$ cat src/rtl/core/sshs_pkg.sv
// shared types and constants of the short string hash set
package sshs_pkg;

  localparam int MAX_WORD_BYTES = 30;
  localparam int LEN_W          = 5;
  localparam int HASH_W         = 32;
  localparam int COUNT_W        = 11;
  localparam int CFG_W          = 4;

  localparam logic [1:0] ST_OK      = 2'd0;
  localparam logic [1:0] ST_FULL    = 2'd1;
  localparam logic [1:0] ST_BAD_LEN = 2'd2;

  localparam logic REQ_INSERT = 1'b0;
  localparam logic REQ_LOOKUP = 1'b1;

  typedef logic [MAX_WORD_BYTES-1:0][7:0] word_t;

  typedef struct packed {
    logic        req_type;
    logic [4:0]  word_length;
    logic [63:0] word_bytes_a;
    logic [63:0] word_bytes_b;
    logic [63:0] word_bytes_c;
    logic [47:0] word_bytes_d;
  } req_t;

  typedef struct packed {
    logic               found;
    logic [1:0]         status;
    logic [COUNT_W-1:0] entry_count;
  } result_t;

  typedef struct packed {
    logic [LEN_W-1:0]  len;
    logic [HASH_W-1:0] hash;
    word_t             bytes;
  } slot_t;

  typedef struct packed {
    logic              done;
    logic [HASH_W-1:0] hash;
  } crc_stat_t;

endpackage

$ cat src/rtl/core/sshs_crc.sv
// byte serial crc-32c engine, one byte per cycle
module sshs_crc (
  input  logic                                 clk,
  input  logic                                 rst_n,
  input  logic                                 start,
  input  sshs_pkg::word_t                      word,
  input  logic [sshs_pkg::LEN_W-1:0]           len,
  output sshs_pkg::crc_stat_t                  stat
);
  import sshs_pkg::*;

  localparam logic [31:0] POLY = 32'h82F6_3B78;

  function automatic logic [31:0] crc_byte(input logic [31:0] c, input logic [7:0] b);
    logic [31:0] x;
    x = c ^ {24'd0, b};
    for (int k = 0; k < 8; k++) begin
      x = x[0] ? ((x >> 1) ^ POLY) : (x >> 1);
    end
    return x;
  endfunction

  logic              busy_r, busy_nxt;
  logic              done_r, done_nxt;
  logic [LEN_W-1:0]  cnt_r, cnt_nxt;
  logic [31:0]       crc_r, crc_nxt;
  logic [31:0]       hash_r, hash_nxt;
  logic [31:0]       step;

  assign step = crc_byte(crc_r, word[cnt_r]);

  always_comb begin
    busy_nxt = busy_r;
    done_nxt = 1'b0;
    cnt_nxt  = cnt_r;
    crc_nxt  = crc_r;
    hash_nxt = hash_r;
    if (start) begin
      busy_nxt = 1'b1;
      cnt_nxt  = '0;
      crc_nxt  = '1;
    end else if (busy_r) begin
      crc_nxt = step;
      if (cnt_r == len - LEN_W'(1)) begin
        busy_nxt = 1'b0;
        done_nxt = 1'b1;
        hash_nxt = ~step;
      end else begin
        cnt_nxt = cnt_r + LEN_W'(1);
      end
    end
  end

  always_ff @(posedge clk) begin
    if (!rst_n) begin
      busy_r <= 1'b0;
      done_r <= 1'b0;
    end else begin
      busy_r <= busy_nxt;
      done_r <= done_nxt;
    end
    cnt_r  <= cnt_nxt;
    crc_r  <= crc_nxt;
    hash_r <= hash_nxt;
  end

  assign stat.done = done_r;
  assign stat.hash = hash_r;

endmodule

$ cat config.mk
export PLATFORM = sky130hd
export DESIGN_NAME = sshs_crc
export DESIGN_NICKNAME = d
export VERILOG_FILES = /design/src/rtl/core/sshs_pkg.sv /design/src/rtl/core/sshs_crc.sv
export SDC_FILE = /design/constraint.sdc
export NUM_CORES = 1
export LEC_CHECK = 0
export BUFFER_PORTS_ARGS = -buffer_cell sky130_fd_sc_hd__buf_2
export CORE_UTILIZATION = 40
export DETAILED_ROUTE_END_ITERATION = 8
export PLACE_DENSITY = 0.78
export SLEW_MARGIN = 20
export SYNTH_ARGS = -nofsm -noshare
export SYNTH_HDL_FRONTEND = slang
export SYNTH_SLANG_ARGS = --single-unit
export TNS_END_PERCENT = 20
$ cat constraint.sdc
create_clock -name clk -period 4.1 [get_ports clk]
set_input_delay 0.41 -clock clk [delete_from_list [all_inputs] [get_ports clk]]
set_output_delay 0.41 -clock clk [all_outputs]
set_load 0.02 [all_outputs]
==> flow_summary.yaml <==
placement:
  dp.cells: 965
  port_buffers: 280
  dp_hpwl_mm: 15.5
  routabilityCongestion: 0.956
cts:
  cts_hold_buf: 0
  clk_pin_slew_ns: 0.06
  clock_latency_ns: 0.34
  htreeDepth: 3
  clock_path_buffers: 2
  cts_tree: "done"
  cts.sinks: 71
  root_buffer: "clkbuf_16"
  cts-resized-gates: 0
  cts_buffers: 9
  postCtsSetupBuffers: 0
synthesis:
  synthCells: 528
  synth.most_common_cell: "mux2i_1"
  syn_nets: 778
  syn_area_sq_um: 5730
  synth_edf_count: 32
  ys_async_sr_fraction_pct: 0
  synth-main-ff-cell: "dfxtp_1"
  synth_cell_types: 66
  yosys-top-cells-area: "edfxtp_1 (17%), mux2i_1 (14%), dfxtp_1 (14%), xnor2_1 (7.5%), mux4_2 (6.3%)"
  ys_seq_area_share_pct: 30.4
  ys_warn_count: 0
  ys_ff_latch: 71
  synth_commonest_cells: "mux2i_1 (79), xnor2_1 (49), dfxtp_1 (39)"
  synth_top_area_share_pct: 16.8
  post-synth-top-area-cell: "edfxtp_1"
  syn_avg_cell_area_sq_um: 10.9
die:
  die_h_microns: 122
  core_sq_um: 13900
  dieArea_sq_um: 14800
  die_w_microns: 122
  initial_core_util_pct: 41.1
  pin_count: 281
  rows: 43
route:
  vias_per_cell: 5.46
  routed_wl_mm: 19.3
  num_vias: 5370
  postRouteAntennaNets: 0
  drt-initial-drc-count: 342
  drtPass1Iterations: 5
  avgRoutedWirePerCell_microns: 19.6
  drc: 0
job:
  maxCapViolCount: 0
global_route:
  antenna_found_initial: 3
  met1_usage_pct: 35.4
  grt_util_all_layers_pct: 26.2
  grt_pass1_wl_mm: 28.8
  grt.met2_usage_pct: 41.3
  overflow: 0
  busiest_layer: "met2"
  grt_pass1_vias: 5333
  met3_usage_pct: 5.90
  grt_max_degree: 58
critical_path:
  rrSetupSlack_ns: 0.37
  rr_worst_depth: 9
  reg2reg_to: "hash_r[15]$_DFFE_PP_"
  start_kind: "register"
  r2r_start: "cnt_r[1]$_SDFFE_PP0P_"
  cp.arrival_ns: 3.80
  worstSetupEndpoint: "hash_r[15]$_DFFE_PP_"
  end_kind: "register"
  worstSetupStartpoint: "cnt_r[1]$_SDFFE_PP0P_"
  crit_required_ns: 4.17
  crit_path_max_fanout: 35
  criticalPathCategory: "register to register"
final_layout:
  fin_nets: 1046
  syn_to_final_growth_pct: 31.5
  fillers: 1218
  final_util_pct: 54.1
  drive_gt1_share_pct: 45.4
  final_cells: 983
sta:
  rsz0062_at_grt: "false"
  post-route-period-util_pct: 90.9
  holdWs_ns: 0.297
  period_needed_ns: 3.73
  fin_skew_ns: 0.00576
  slew_headroom_pct: 39.4
  maxSlewViolCount: 0
  totalNegativeSetupSlack_ns: 0
  max_freq_mhz: 268
  setup_viol: 0
  tightestPinTransition_ns: 0.895
  hold_viol_final: 0
min_path:
  min_path_type: "input pin to register"
  hp-start: "rst_n"
pwr:
  power_leakage_nw: 3.10
  ir_drop_uv: 485
  p_total_mw: 6.02
  power_density_nw_per_um2: 798
status:
  status: "completed"
## how the worst min path moves through the flow
stage / slack, ns / cells past startpoint / end
after floorplan: 0.46 / 1 / crc_r[28]$_SDFFE_PP1P_
after global placement: 0.47 / 1 / crc_r[29]$_SDFFE_PP1P_
after detailed placement: 0.48 / 1 / crc_r[28]$_SDFFE_PP1P_
after CTS: 0.30 / 2 / busy_r$_SDFF_PN0_
after global routing: 0.31 / 2 / busy_r$_SDFF_PN0_
final: 0.30 / 2 / busy_r$_SDFF_PN0_
## critical path: stages, from the launching register on
cell	delay, ns
dfxtp_4	0.67
buf_4	0.37
nor2b_1	0.35
a221o_1	0.23
a221oi_1	0.09
a221oi_1	0.38
xnor3_2	0.58
xor2_2	0.35
xor2_1	0.28
xnor2_1	0.14
## per-stage QoR
step / area [sq um] / setup WS, ns
6_report: 7540 / 0.373
5_1_grt: 7540 / 0.121
4_1_cts: 7530 / 0.367
3_5_place_dp: 7210 / 0.374
3_3_place_gp: 7210 / 0.413
2_1_floorplan: 5730 / 0.959
## power breakdown
part	leakage [nW]	switching (mW)	internal [mW]
Combinational	2.33	2.04	1.74
Sequential	0.612	0.138	1.24
Clock	0.154	0.316	0.539
Total	3.10	2.49	3.53
## placed cells by master, fill, tap and decap left out, types with 10 or more instances in the layout
| master | instances |
|---|---|
| inv_1 | 11 |
| o21ai_1 | 12 |
| buf_2 | 280 |
| nor2_1 | 26 |
| mux2i_1 | 79 |
| xor2_1 | 21 |
| a21oi_1 | 25 |
| o22ai_1 | 22 |
| xnor2_2 | 10 |
| xnor2_1 | 49 |
| edfxtp_1 | 32 |
| mux4_2 | 16 |
| nand2_1 | 18 |
| buf_4 | 16 |
| dfxtp_1 | 36 |
| o21ai_0 | 15 |
## registers in the layout, indices dropped and copies added (netlist names)
name    count
done_r      1
crc_r      32
busy_r      1
cnt_r       5
hash_r     32
## layout make-up
cell class / count / area [sq um] / area share, %
flip-flops and latches: 71 / 1750 / 23.2
diodes: 2 / 5.00 / 0.0664
well taps: 180 / 225 / 2.99
clock inverters: 7 / 104 / 1.38
multi-input cells: 407 / 3670 / 48.6
repair buffers: 296 / 1520 / 20.2
inverters: 11 / 41.3 / 0.548
clock buffers: 9 / 225 / 2.99
## kinds of logic (layout without fill, tap and decap cells)
family / count (synthesis) / after routing / share of synthesized area, %
AO/OA/AOI/OAI: 121 / 121 / 14.6
multiplexers: 105 / 105 / 22.6
XOR/XNOR: 93 / 93 / 19.0
AND/OR/NAND/NOR: 86 / 86 / 7.40
flip-flops: 71 / 71 / 30.4
buffers and inverters: 50 / 323 / 5.65
adder cells (fa/ha/maj): 2 / 2 / 0.436
other: 0 / 2 / 0
## per-layer routing
layer | routed length (microns) | share of wire [%]
met1 | 8570 | 44
met2 | 8810 | 46
met3 | 1470 | 7.6
met4 | 453 | 2.3
met5 | 9 | 0.047
Note: power is estimated with default switching activity, not from simulation.
