<file path="src/rtl/core/sshs_ram.sv">
// generic single write, single read ram with registered read data
module sshs_ram #(
  parameter int WIDTH = 8,
  parameter int DEPTH = 16
) (
  input  logic                     clk,
  input  logic                     wr_en,
  input  logic [$clog2(DEPTH)-1:0] wr_addr,
  input  logic [WIDTH-1:0]         wr_data,
  input  logic                     rd_en,
  input  logic [$clog2(DEPTH)-1:0] rd_addr,
  output logic [WIDTH-1:0]         rd_data
);

  logic [WIDTH-1:0] mem [DEPTH];

  always_ff @(posedge clk) begin
    if (wr_en) begin
      mem[wr_addr] <= wr_data;
    end
    if (rd_en) begin
      rd_data <= mem[rd_addr];
    end
  end

endmodule

</file>
<file path="config.mk">
export PLATFORM = sky130hd
export DESIGN_NAME = sshs_ram
export DESIGN_NICKNAME = d
export VERILOG_FILES = /design/src/rtl/core/sshs_ram.sv
export SDC_FILE = /design/constraint.sdc
export NUM_CORES = 1
export LEC_CHECK = 0
export ABC_CLOCK_PERIOD_IN_PS = 2500
export BUFFER_PORTS_ARGS = -buffer_cell sky130_fd_sc_hd__buf_2
export CAP_MARGIN = 20
export CORE_UTILIZATION = 55
export DETAILED_ROUTE_END_ITERATION = 16
export GPL_TIMING_DRIVEN = 0
export PLACE_DENSITY = 0.83
export SETUP_SLACK_MARGIN = 0.3
export SYNTH_ARGS = -nofsm -noshare
export SYNTH_HDL_FRONTEND = slang
export SYNTH_SLANG_ARGS = --single-unit
export TNS_END_PERCENT = 1
</file>
<file path="constraint.sdc">
create_clock -name clk -period 2.5 [get_ports clk]
set_input_delay 0.375 -clock clk [delete_from_list [all_inputs] [get_ports clk]]
set_output_delay 0.375 -clock clk [all_outputs]
set_load 0.01 [all_outputs]
</file>
==> results of run 1 <==
[per-layer routing]
| layer | vias up | share of wire, % | track usage (%) |
|---|---|---|---|
| met5 | - | 0 | 0 |
| li1 | 1077 | - | - |
| met3 | 6 | 7.1 | 6.535 |
| met2 | 128 | 50 | 34.35 |
| met1 | 1258 | 42 | 31.44 |
| met4 | 0 | 1.0 | 9.389 |
[cells in the mapped netlist]
library cell       n
nor3_1             4
nor2_1            13
a22oi_1           16
mux4_1            14
buf_4              1
buf_6              3
nor2b_1            1
or3b_2             1
buf_2              3
nand2b_1           2
edfxtp_1         136
mux4_2            18
and2b_1            1
nand3b_1           2
nand3_1            1
nand2_1            9
and2_1             1
clkdlybuf4s25_2    3
[path summary, 6_finish.rpt]
check / from / endpoint / slack, ns / cells after the start
min: rd_en / rd_data[0] / 0.19 / 1
max: wr_addr[2] / mem[3][2] / 0.84 / 3
min reg2reg: mem[11][4] / rd_data[4] / 0.77 / 3
max reg2reg: mem[5][3] / rd_data[3] / 0.92 / 3
[cell families (layout without fill, tap and decap cells)]
group	Yosys count	after routing	synth area share (%)
buffers and inverters	10	70	1.651
muxes	32	32	14.79
AOI/OAI and AO/OA	16	16	2.298
and+or+nand+nor	35	35	3.136
DFF	136	136	78.12
[flip-flops by register name (all words and copies together) (netlist names)]
signal	count
mem	128
rd_data	8
[power by group]
part / internal (mW) / switching [mW] / leakage [nW] / total (mW)
clock: 1.71 / 0.887 / 0.294 / 2.59
sequential: 2.57 / 0.0121 / 1.24 / 2.58
combinational: 0.0998 / 0.145 / 0.539 / 0.245
[final cells by class]
| class | instances | share of cell area, % |
|---|---|---|
| timing repair buffer | 29 | 2.397 |
| buffer | 10 | 1.402 |
| clock inverter | 13 | 3.312 |
| clock buffer | 18 | 6.786 |
| sequential | 136 | 66.31 |
| multi-input combinational | 83 | 17.17 |
| tap | 129 | 2.621 |
==> flow_metrics.tcl, run 1 <==
set metrics [dict create \
    final_util_pct 66.65 \
    slowest_delay_ns 0.77 \
    hold_ws_ns 0.1900 \
    cellLeakagePower_nw 2.069 \
    fp.coreArea_um2 9240 \
    clock_latency_ns 0.52 \
    drt_iter0_drc 326 \
    dr.pass1.iters 5 \
    p_per_area_nw_per_um2 880.4 \
    synth_area_um2 5228 \
    drc 0 \
    synth_cell_types 18 \
    clk_pin_slew_ns 0.06 \
    grt_pass1_vias 2443 \
    dieHeight_um 99.49 \
    post_cts.repair.setup_buffers 0 \
    setup_slack_ns 0.8359 \
    fin_setup_tns_ns 0 \
    timing.final.crit_share_pct 66.57 \
    clock_skew_ns 0.01174 \
    critical_path_required_ns 2.63 \
    crit_type "in -> reg" \
    place_ws_ns 0.3145 \
    place.gp.congestion 0.7348 \
    fin_crit_ns 1.664 \
    ctsResizeCount 0 \
    clock_sinks 136 \
    final_nets 296 \
    wl_mm 10.03 \
    cp-end-kind "flop" \
    setup_viol 0 \
    hold_class "in -> reg" \
    htree_num_levels 4 \
    drive_above_1_share_pct 30.10 \
    diodes 0 \
    num_vias 2469 \
    ys_seq_elements 136 \
    clock_path_buffers 2 \
    die_w_um 99.49 \
    fillerInstances 581 \
    fp-row-count 35 \
    syn_area_per_cell_um2 22.83 \
    regArea_um2 4084 \
    multi_input_area_um2 1057 \
    grt_pass1_wl_mm 14.78 \
    cap_violations 0 \
    final_cell_mix "edfxtp_1 (136), buf_2 (30), mux4_2 (18), a22oi_1 (16), clkbuf_16 (16)" \
    layout_commonest_cell "edfxtp_1" \
    critPathTopFamily "simple AND/OR/NAND/NOR gates" \
    syn_inst 229 \
    crit_slowest_cell "nor2_1" \
    crit_buf_inv 1 \
    grt_max_degree 17 \
    syn_nets 248 \
    status "completed" \
    routed_via_density 5.907 \
    area_delta_synth_final_pct 17.81 \
    wl_per_cell_um 23.99 \
    path_cells "buf_2, or3b_2, nor2_1" \
    ys_warn_count 0 \
    dp_hpwl_mm 5.958 \
    cts.root.buffer_cell "clkbuf_8" \
    antenna_found_initial 0 \
    ios 27 \
    antenna_left 0 \
    crit_arrival_ns 1.80 \
    cp-start-kind "primary input" \
    power_mw 5.422 \
    yosysTopAreaCellShare_pct 78.12 \
    ys_seq_area_share_pct 78.12 \
    finalHoldViolations 0 \
    numCtsBuffers 17 \
    slew_headroom_pct 34.14 \
    finalMaxSlewViolations 0 \
    synth_area_leaders "edfxtp_1 (78%), mux4_2 (7.8%), mux4_1 (7.0%), a22oi_1 (2.3%), nor2_1 (0.93%)" \
    cts_tree "done" \
    fin_cells 418 \
    worst_pin_slew_ns 0.9843 \
    fmax_ghz 0.6009 \
    grt_overflow_total 0 \
    port_buffers 25 \
    grt_usage_pct 22.65 \
    path_max_fanout 8 \
    start_util_pct 56.57 \
    rsz0062_at_grt "false" \
    placed_area_um2 5524 \
    cts_hold_buf 0 \
    dieArea_um2 9898 \
    synth_top_area_cell "edfxtp_1" \
    vdd_ir_drop_max_uv 463.4 \
    numPlacedInstances 385 \
    fin_area_um2 6158 \
]
No activity file was read; power rests on OpenSTA's default activity.
==> run 2, diff against run 1 <==
- ABC_AREA: not set -> 1
- ABC_CLOCK_PERIOD_IN_PS: 2500 -> 1700
- clock period: 2.5 -> 1.7 ns (I/O delays scaled with it)
==> flow_metrics.tcl, run 2 <==
set metrics [dict create \
    wl_per_cell_um 18.40 \
    place_ws_ns 0.005356 \
    cts_tree "done" \
    ios 27 \
    synth_edf_count 136 \
    grt_max_degree 17 \
    cts_hold_buf 0 \
    fmax_ghz 0.7714 \
    crit_arrival_ns 1.04 \
    ys_seq_area_share_pct 69.85 \
    yosysMostFrequentCell "nand2_1" \
    clock_sinks 136 \
    power_switching_mw 1.677 \
    synth_area_um2 5847 \
    post_cts.repair.setup_buffers 0 \
    reg.largest.list "mem (128), rd_data (8)" \
    fin_setup_tns_ns 0 \
    path_cells "buf_2" \
    setup_slack_ns 0.4036 \
    final_nets 612 \
    final_cell_mix "nand2_1 (173), edfxtp_1 (136), inv_1 (100), nand3_1 (97), buf_2 (36)" \
    synth_top_area_cell "edfxtp_1" \
    drt_iter0_drc 513 \
    crit_slowest_cell "edfxtp_1" \
    slowest_delay_ns 0.36 \
    start_util_pct 56.64 \
    pwr-share-seq_pct 49.8 \
    fin_crit_ns 1.296 \
    regMostFlops "mem" \
    cts.root.buffer_cell "clkbuf_8" \
    diodes 0 \
    rsz0062_at_grt "false" \
    p_per_area_nw_per_um2 1146 \
    ys.flop_type "edfxtp_1" \
    synth_area_leaders "edfxtp_1 (70%), nand2_1 (11%), nand3_1 (8.3%), inv_1 (6.4%), buf_6 (1.2%)" \
    place.gp.congestion 0.9206 \
    power_mw 7.633 \
    cp-start-kind "flop" \
    synthTopCellsByCount "nand2_1 (173), edfxtp_1 (136), inv_1 (100)" \
    antenna_left 0 \
    grt_overflow_total 0 \
    clk_pin_slew_ns 0.06 \
    numCtsBuffers 17 \
    dieArea_um2 11050 \
    slew_headroom_pct 42.85 \
    async_reset_ff_share_pct 0 \
    crit_type "reg -> out" \
    path_max_fanout 1 \
    die_w_um 105.1 \
    ys_seq_elements 136 \
    finalMaxSlewViolations 0 \
    drc 0 \
    hold_class "in -> reg" \
    routed_via_density 5.486 \
    crit_buf_inv 1 \
    htree_num_levels 4 \
    synth_cell_types 11 \
    critPathTopFamily "flip-flops" \
    p_sw_share_pct 21.97 \
    syn_inst 551 \
    timing.final.crit_share_pct 76.26 \
    syn_nets 570 \
    grt_pass1_vias 3788 \
    status "completed" \
    clock_latency_ns 0.53 \
    vdd_ir_drop_max_uv 659.6 \
    dieHeight_um 105.1 \
    clock_path_buffers 2 \
    area_delta_synth_final_pct 13.93 \
    fp.coreArea_um2 10320 \
    layout_commonest_cell "nand2_1" \
    dp_hpwl_mm 8.938 \
    antenna_found_initial 0 \
    wl_mm 13.62 \
    finalHoldViolations 0 \
    worst_pin_slew_ns 0.8542 \
    p_comb_share_pct 6.4 \
    port_buffers 23 \
    cap_violations 0 \
    internal_power_mw 5.956 \
    clkPwrFrac_pct 43.8 \
    fp-row-count 37 \
    critical_path_required_ns 1.44 \
    clock_skew_ns 0.007303 \
    ctsResizeCount 0 \
    syn_area_per_cell_um2 10.61 \
    yosysTopAreaCellShare_pct 69.85 \
    dr.pass1.iters 8 \
    cellLeakagePower_nw 2.884 \
    cp-end-kind "output pin" \
    grt_pass1_wl_mm 20.54 \
    largest_reg_flops 128 \
    setup_viol 0 \
    grt_usage_pct 26.35 \
    num_vias 4060 \
    drive_above_1_share_pct 12.25 \
    ys_warn_count 0 \
]
[run 2: final timing paths]
kind / from / endpoint / slack, ns / depth (start not counted)
min reg2reg: mem[6][7] / rd_data[7] / 0.79 / 6
max: rd_data[5] / rd_data[5] / 0.40 / 1
min: rd_en / rd_data[7] / 0.05 / 1
max reg2reg: mem[13][6] / rd_data[6] / 0.48 / 6
[run 2: logic make-up after synthesis]
logic type / count (synthesis) / synth area share, %
AND/OR/NAND/NOR: 289 / 20.76
flip-flops: 136 / 69.85
buffers and inverters: 126 / 9.394
[run 2: final cells by class]
cell class | instances | area, µm²
Tap cell | 136 | 170.2
Clock buffer | 18 | 417.9
Buffer | 24 | 166.4
Inverter | 102 | 382.9
Multi-Input combinational cell | 289 | 1214
Clock inverter | 12 | 111.4
Fill cell | 736 | 3662
Timing Repair Buffer | 23 | 115.1
Sequential cell | 136 | 4084
[run 2: layer usage]
| metal | GRT usage, % | part of all wire (%) | vias to the layer above | routed length, µm |
|---|---|---|---|---|
| met3 | 5.802 | 11 | 50 | 1556 |
| li1 | - | - | 1863 | - |
| met1 | 36.05 | 38 | 1860 | 5223 |
| met5 | 0 | 0 | - | 0 |
| met4 | 14.29 | 4.3 | 0 | 588 |
| met2 | 39.59 | 46 | 287 | 6250 |
[run 2: power groups by stage]
stage / Sequential, mW / Combinational [mW] / Clock, mW
2_1_floorplan: 3.87 / 0.265 / 0
3_3_place_gp: 3.86 / 0.461 / 0
3_5_place_dp: 3.87 / 0.476 / 0
4_1_cts: 3.80 / 0.481 / 3.32
5_1_grt: 3.80 / 0.530 / 3.46
6_report: 3.80 / 0.491 / 3.34
[run 2: worst register-to-register path, cell delays in order, from the launching register on]
cell and delay (ns):
edfxtp_1 0.38, inv_1 0.07, nand2_1 0.06, nand3_1 0.12, nand3_1 0.13, nand3_1 0.14, nand2_1 0.07
[run 2: through the flow]
step,area [µm²],hold WS [ns],util (%),std cells
final,6661,0.05335,64.53,740
after CTS,6661,0.05534,64.53,740
after global placement,6132,0.5811,59.40,710
after detailed placement,6132,0.6047,59.40,710
after floorplan,5847,0.3539,-,551
after global routing,6661,0.06598,64.53,740
